**config.mk**
```make
export PLATFORM = sky130hd
export DESIGN_NAME = dmes_ctrl
export DESIGN_NICKNAME = d
export VERILOG_FILES = /design/src/hw/rtl/dmes_pkg.sv /design/src/hw/rtl/dmes_ctrl.sv
export SDC_FILE = /design/constraint.sdc
export NUM_CORES = 1
export LEC_CHECK = 0
export ABC_AREA = 1
export BUFFER_PORTS_ARGS = -buffer_cell sky130_fd_sc_hd__buf_2
export CORE_AREA = 4 4 41 43
export CTS_CLUSTER_SIZE = 14
export DETAILED_ROUTE_END_ITERATION = 10
export DIE_AREA = 0 0 45 47
export PLACE_DENSITY = 0.8
export SYNTH_ARGS = -nofsm -noshare
export SYNTH_HDL_FRONTEND = slang
export SYNTH_SLANG_ARGS = --single-unit
```
**constraint.sdc**
```tcl
create_clock -name i_clk -period 1.3 [get_ports i_clk]
set_clock_uncertainty 0.1 [all_clocks]
set_input_delay 0 -clock i_clk [delete_from_list [all_inputs] [get_ports i_clk]]
set_output_delay 0 -clock i_clk [all_outputs]
set_load 0.02 [all_outputs]
```
**src/hw/rtl/dmes_pkg.sv**
```systemverilog
// Shared types and constants for the directed multigraph edge store.
`timescale 1ns / 1ps
package dmes_pkg;
    localparam int unsigned REQ_W  = 3;
    localparam int unsigned STAT_W = 3;
    localparam int unsigned NODE_W = 8;
    localparam int unsigned AMT_W  = 7;
    localparam int unsigned DEG_W  = 14;
    localparam int unsigned TOT_W  = 15;

    typedef enum logic [REQ_W-1:0] {
        REQ_ADD_NODES = 3'd0,
        REQ_ADD_LINK  = 3'd1,
        REQ_DEL_LINK  = 3'd2,
        REQ_TEST_LINK = 3'd3,
        REQ_DEL_NODE  = 3'd4,
        REQ_DEGREE    = 3'd5
    } t_req;

    localparam logic [STAT_W-1:0] ST_OK   = 3'd0;
    localparam logic [STAT_W-1:0] ST_DEST = 3'd1;
    localparam logic [STAT_W-1:0] ST_SRC  = 3'd2;
    localparam logic [STAT_W-1:0] ST_SELF = 3'd3;
    localparam logic [STAT_W-1:0] ST_FULL = 3'd4;
    localparam logic [STAT_W-1:0] ST_NONE = 3'd5;

    typedef enum logic [3:0] {
        S_CLEAR,    // sweep matrix and counters after reset
        S_IDLE,
        S_READ,     // matrix and counter read issued
        S_EXEC,     // read data valid, decide and write
        S_DN_FIX,   // node delete: degree fix per k
        S_DN_COPY,  // node delete: read shifted source entry
        S_DN_WR,    // node delete: write shifted entry
        S_DN_CNT,   // node delete: shift counters, clear last row and column
        S_OUT       // result waits for receiver
    } t_state;

    // Controller to datapath commands
    typedef struct packed {
        logic clr_step;
        logic load_req;
        logic rd_cell;
        logic exec;
        logic fix_rd;
        logic fix_wr;
        logic copy_rd;
        logic copy_wr;
        logic cnt_rd;
        logic cnt_step;
        logic finish_dn;
    } t_cmd;

    // Datapath to controller status
    typedef struct packed {
        logic clr_done;
        logic is_del_node;
        logic del_ok;
        logic fix_done;
        logic copy_done;
        logic cnt_done;
    } t_stat;
endpackage

```
**src/hw/rtl/dmes_ctrl.sv**
```systemverilog
// Controller state machine of the directed multigraph edge store.
`timescale 1ns / 1ps
module dmes_ctrl (
    input  logic             i_clk,
    input  logic             i_rst_n,
    input  logic             i_in_valid,
    output logic             o_in_ready,
    output logic             o_out_valid,
    input  logic             i_out_ready,
    input  dmes_pkg::t_stat  i_stat,
    output dmes_pkg::t_cmd   o_cmd
);
    dmes_pkg::t_state r_state, n_state;
    logic             r_fix_ph, n_fix_ph;

    // Advance state
    always_ff @(posedge i_clk) begin
        if (!i_rst_n) begin
            r_state  <= dmes_pkg::S_CLEAR;
            r_fix_ph <= 1'b0;
        end else begin
            r_state  <= n_state;
            r_fix_ph <= n_fix_ph;
        end
    end

    // Next state
    always_comb begin
        n_state  = r_state;
        n_fix_ph = r_fix_ph;
        unique case (r_state)
            dmes_pkg::S_CLEAR:   if (i_stat.clr_done) n_state = dmes_pkg::S_IDLE;
            dmes_pkg::S_IDLE:    if (i_in_valid) n_state = dmes_pkg::S_READ;
            dmes_pkg::S_READ:    n_state = dmes_pkg::S_EXEC;
            dmes_pkg::S_EXEC: begin
                if (i_stat.is_del_node && i_stat.del_ok) begin
                    n_state  = dmes_pkg::S_DN_FIX;
                    n_fix_ph = 1'b0;
                end else begin
                    n_state = dmes_pkg::S_OUT;
                end
            end
            dmes_pkg::S_DN_FIX: begin
                n_fix_ph = !r_fix_ph;
                if (r_fix_ph && i_stat.fix_done) n_state = dmes_pkg::S_DN_COPY;
            end
            dmes_pkg::S_DN_COPY: n_state = dmes_pkg::S_DN_WR;
            dmes_pkg::S_DN_WR:
                n_state = i_stat.copy_done ? dmes_pkg::S_DN_CNT : dmes_pkg::S_DN_COPY;
            dmes_pkg::S_DN_CNT: begin
                n_fix_ph = !r_fix_ph;
                if (r_fix_ph && i_stat.cnt_done) n_state = dmes_pkg::S_OUT;
            end
            dmes_pkg::S_OUT:     if (i_out_ready) n_state = dmes_pkg::S_IDLE;
            default:             n_state = dmes_pkg::S_IDLE;
        endcase
    end

    // Drive commands
    always_comb begin
        o_cmd       = '0;
        o_in_ready  = 1'b0;
        o_out_valid = 1'b0;
        unique case (r_state)
            dmes_pkg::S_CLEAR:  o_cmd.clr_step = 1'b1;
            dmes_pkg::S_IDLE: begin
                o_in_ready    = 1'b1;
                o_cmd.load_req = i_in_valid;
            end
            dmes_pkg::S_READ:    o_cmd.rd_cell = 1'b1;
            dmes_pkg::S_EXEC:    o_cmd.exec = 1'b1;
            dmes_pkg::S_DN_FIX: begin
                o_cmd.fix_rd = !r_fix_ph;
                o_cmd.fix_wr = r_fix_ph;
            end
            dmes_pkg::S_DN_COPY: o_cmd.copy_rd = 1'b1;
            dmes_pkg::S_DN_WR:   o_cmd.copy_wr = 1'b1;
            dmes_pkg::S_DN_CNT: begin
                o_cmd.cnt_rd    = !r_fix_ph;
                o_cmd.cnt_step  = r_fix_ph;
                o_cmd.finish_dn = r_fix_ph && i_stat.cnt_done;
            end
            dmes_pkg::S_OUT:     o_out_valid = 1'b1;
            default: ;
        endcase
    end

    // Requests are only taken while idle
    a_ready_idle: assert property (@(posedge i_clk) disable iff (!i_rst_n)
        o_in_ready |-> !o_out_valid) else $error("ready while result pending");
    a_exec_after_read: assert property (@(posedge i_clk) disable iff (!i_rst_n)
        o_cmd.rd_cell |=> o_cmd.exec) else $error("exec must follow read");
    a_out_hold: assert property (@(posedge i_clk) disable iff (!i_rst_n)
        (o_out_valid && !i_out_ready) |=> o_out_valid) else $error("result dropped");
endmodule

```
Word-level counts from Yosys, hierarchy flattened
Cells that the tools add are included.
- bits in registers: 5
- output and inout bits: 13
- word-level logic and storage cells: 45
- equality and inequality tests: 14
- multiplexer cells: 20
- reduce and logical (&&, ||, !) cells: 9
- operators by type and width (operator ; count):
    $pmux 4 s9 ; 1
    $mux 4 ; 6
    $eq 4x3->1 const B ; 4
    $ne 2x2->1 const B ; 6
    $mux 1 ; 9
    $eq 4x2->1 const B ; 2
    $reduce_and 5->1 ; 1
    $eq 4x1->1 const B ; 1
    $eq 4x4->1 const B ; 1
    $logic_not 4->1 ; 1
    $mux 2 ; 2
    $logic_and 1x1->1 ; 3
    $mux 3 ; 1
    $pmux 1 s2 ; 1
    $reduce_and 2->1 ; 1
    $reduce_bool 2->1 ; 1
    $reduce_or 2->1 ; 1
    $logic_not 1->1 ; 1

Longest topological paths before layout
- word-level depth: 4
- gate-level depth with buffers: 9
- mapped depth without buffers: 9

Least setup slack after synthesis
Ideal clock, no wire load.
- path kind: flip-flop to flip-flop
- start point: register r_state[2]
- end point: register r_state[2]
- setup time: 62 ps
- arrival time: 1110 ps
- path slack: 29 ps
- cell stages (with the launch flop): 10
- clock period less this slack: 1271 ps
- cell sequence: dfxtp_1 -> nor2_2 -> inv_2 -> nor2_4 -> nand3_2 -> nand2_1 -> inv_1 -> nand2_1 -> nand2_1 -> nor2_2
- word-level cells in the longest chain between the ends: 3
- ends and longest elaborated chain (item ; line ; text):
    start, declared ; dmes_ctrl.sv:13 ; dmes_pkg::t_state r_state, n_state;
    start signal, assigned ; dmes_ctrl.sv:19 ; r_state <= dmes_pkg::S_CLEAR;
    start signal, assigned ; dmes_ctrl.sv:22 ; r_state <= n_state;
    $eq 4x3->1 (tied with other cells) ; dmes_ctrl.sv:31 ; unique case (r_state)
    $ne 2x2->1 (no source line) ; -- ;
    $reduce_and 5->1 (no source line) ; -- ;
Several ways; a longest one is shown, not always the timed one.
A chain may end at the register's enable or synchronous reset.

Worst setup path in the final report
- start point: register r_state[1]
- end point: register r_state[0]
The elaborated chain is that of the path after synthesis.

==> implementation parameters <==
Parameter                              Value

Logic synthesis
  Commonest cells in the synthesized netlist ... sky130_fd_sc_hd__nand2_1 (25), sky130_fd_sc_hd__nor2_1 (17), sky130_fd_sc_hd__inv_1 (13)
  Share of the synthesized area in compound gates (AO/OA/AOI/OAI) ... 1.98%
  Cell with the most instances after synthesis ... sky130_fd_sc_hd__nand2_1
  Count of unique library cells instantiated by Yosys ... 14
  Number of cells produced by synthesis ... 89
  EDFF count, synth ... 0
  Xor-xnor portion of the synthesized cell area ... 0%
  Share of flip-flops with an asynchronous set or reset after synthesis ... 0%
  Largest area contributor in the netlist ... sky130_fd_sc_hd__dfxtp_1
  Portion of netlist area occupied by mux cells ... 0%
  Flops & latches, synth ... 5
  Yosys warns ... 0
  Combinational family with the most area after synthesis ... simple AND/OR/NAND/NOR gates
  Adder-cell share of the synthesized area ... 0%
  Post-Synth Simple-Gate Area ... between 60% and 70%
  Fraction of synthesized cell area taken by the top area cell type ... 19.8%
  Post-synthesis area per instance ... 5.68 sq um
  Synthesized netlist net count ... just under 100
  Top flip-flop cell by instance count after synthesis ... sky130_fd_sc_hd__dfxtp_1
  Top area cells in the synthesized netlist ... sky130_fd_sc_hd__dfxtp_1 (20%), sky130_fd_sc_hd__nand2_1 (19%), sky130_fd_sc_hd__nor2_1 (13%)
  Synthesized area ... between 500 and 600 sq um
  Post-synthesis sequential area ratio ... between 10% and 20%

Die
  IO Pins ... 23
  Effective utilization at floorplan ... 38.8%
  Area of the die ... 2120 sq um
  Number of rows created at floorplan ... 13
  Vertical extent of the die ... 47 microns
  Core footprint ... 1300 sq um
  Floorplan die width ... 45 microns

Final layout
  ANT cells ... 0
  Layout net count ... 144
  Layout area overhead ... 89.4%
  Total non-filler cell area in the finished layout ... between 900 and 1000 sq um
  Fin util ... 73.6%
  Share of layout cells above drive strength 1 ... 58.6%

GRT
  Number of global-route vias before repair ... 735
  Wire length of the first global-routing pass ... 3170 microns
  Overall routing resource usage ... around a fifth
  Initial antenna violation count ... 0
  Maximum number of pins on one net before global-route repair ... 7
  Leftover overflow at the end of global routing ... 0

Setup path
  Critical path required time ... 1340 ps
  Setup CP Type ... reg -> reg
  R2R cell count ... 9
  Arrival time of data at the critical path endpoint ... 1510 ps
  Worst Setup Start Kind ... register
  Endpoint type of the worst setup path ... register
  Register-to-register setup slack ... -170 ps
  Highest fanout seen on the critical path ... 5
  Worst flop-to-flop path startpoint ... r_state[1]
  Worst reg2reg endpoint ... r_state[0]

Power and ir drop
  Share of total power in the clock network ... 8.1%
  Psw ... 1.23 mW
  Ratio of total power to cell area ... 2410 nW/um^2
  Comb pwr share ... about three quarters
  Cell leakage power ... 0.532 nW
  Sequential group share of total power ... 16.4%
  Peak supply drop ... between 1.5 and 2 mV
  Internal ... 1.08 mW
  Share of total power consumed by net switching ... 53.2%

Clock tree
  H-Tree Depth ... 1
  Clock tree buffer depth ... 2
  Clock-pin slew on the worst setup and hold paths ... 50 ps
  Count of clock tree sinks ... 5
  Clock latency on the worst-skew pair ... 250 ps
  TritonCTS clock tree ... done
  Root buffer selected by CTS ... sky130_fd_sc_hd__clkbuf_4
  CTS Buf Count ... 3

STA
  Maximum clock frequency ... 682 MHz
  Max-slew violation count ... 0
  Clock period minus worst slack ... 1470 ps
  Worst Tran Pin Value ... 217 ps
  Setup_tns ... -568 ps
  Fin Hold WS ... 16.1 ps
  Setup violations, final ... 13
  Final worst-path cycle share ... 113%
  Post-route worst setup slack ... -167 ps
  Final-report hold violation count ... 0
  Setup repair after global routing missed its margin ... true
  Max transition margin ... about 85%

Min path
  Worst Hold Launch ... i_stat[3]
  End of the worst hold path ... r_fix_ph
  Hold path cells ... 4
  Worst hold path type ... in -> reg

Detailed routing
  Via count ... roughly 760
  Remaining routing DRC violations ... 0
  Violation count after the first detailed-routing iteration ... 32
  Routed via count divided by cell count ... 5.13
  Avg WL per Cell ... 14.5 microns
  Final antenna-violating net count ... 0
  Length of the first detailed-routing pass in iterations ... 4
  Final WL ... about 2100 microns

Placement
  Cell Area, Placed ... 702 sq um
  Number of input and output port buffers inserted ... 22
  HPWL after detailed placement ... 1150 microns
  Worst slack after detailed placement ... -60.3 ps
  Placer congestion estimate ... around 0.94

Outcome
  Result of the run ... finished with violations
  Violations in the final reports ... setup timing

Flow run
  Maximum Capacitance Violations ... 0
[how the worst max path moves through the flow]
stage | from | to | slack (ps)
after floorplan | r_state[2] | r_state[2] | 30
after global placement | r_state[1] | r_state[0] | -80
after detailed placement | r_state[1] | r_state[0] | -60
after CTS | r_state[2] | o_cmd[1] | -10
after global routing | r_state[1] | r_state[0] | -230
final | r_state[1] | r_state[0] | -170
[registers in the layout (all words and copies together) (netlist names)]
name,cells
r_fix_ph,1
r_state,4
[per-stage QoR]
stage | std cells | power [mW]
6_report | 148 | 2.31
5_1_grt | 148 | 2.48
4_1_cts | 147 | 2.04
3_5_place_dp | 135 | 1.58
3_3_place_gp | 135 | 1.55
2_1_floorplan | 89 | 1.19
[critical path, stage by stage (launching register included)]
cell and delay (ps):
sky130_fd_sc_hd__dfxtp_4 360, sky130_fd_sc_hd__nor2_4 210, sky130_fd_sc_hd__buf_6 130, sky130_fd_sc_hd__nand3_4 70
sky130_fd_sc_hd__nand2_1 90, sky130_fd_sc_hd__nor2_1 60, sky130_fd_sc_hd__nand2_1 110, sky130_fd_sc_hd__nand2_1 90
sky130_fd_sc_hd__nand2_2 80, sky130_fd_sc_hd__nor2_2 40
[power groups by stage]
stage	Combinational, mW	Sequential, mW	Clock, mW
global placement	1.23	0.321	0
CTS	1.48	0.375	0.189
global route	1.89	0.393	0.199
finish	1.74	0.379	0.186
detailed placement	1.26	0.325	0
floorplan	0.862	0.325	0
[cells in the final DEF (no fill, tap or decap), drive strengths merged]
master	instances
clkbuf	4
dlygate4sd3	1
buf	39
nand3	6
nor3	2
nand4	2
dfxtp	5
nor2	26
nand2	29
a21oi	2
inv	17
[cell families after synthesis]
logic type / count (synthesis)
compound gates: 2
buf+inv: 17
flops: 5
simple gates: 65
[layer usage]
layer	part of all wire (%)	GRT usage, %
met1	40	22.9
met2	50	33.9
met3	6.6	6.13
met4	3.4	15.2
met5	0	0
[layout make-up]
class                   count  area [sq um]
clock buffers               4          26.3
fillers                    88           344
inverters                  17          66.3
multi-input cells          67           423
flip-flops and latches      5           115
well taps                  15          18.8
repair buffers             40           308
[what timing repair did]
action                                 4_1_cts  5_1_grt
setup endpoints to repair                   18       17
resized for setup                           23       25
endpoints found under the hold margin        5        0
hold buffers                                 1        0
pin swaps                                    6       11
setup buffers                                7        1
No activity file was read; power rests on OpenSTA's default activity.
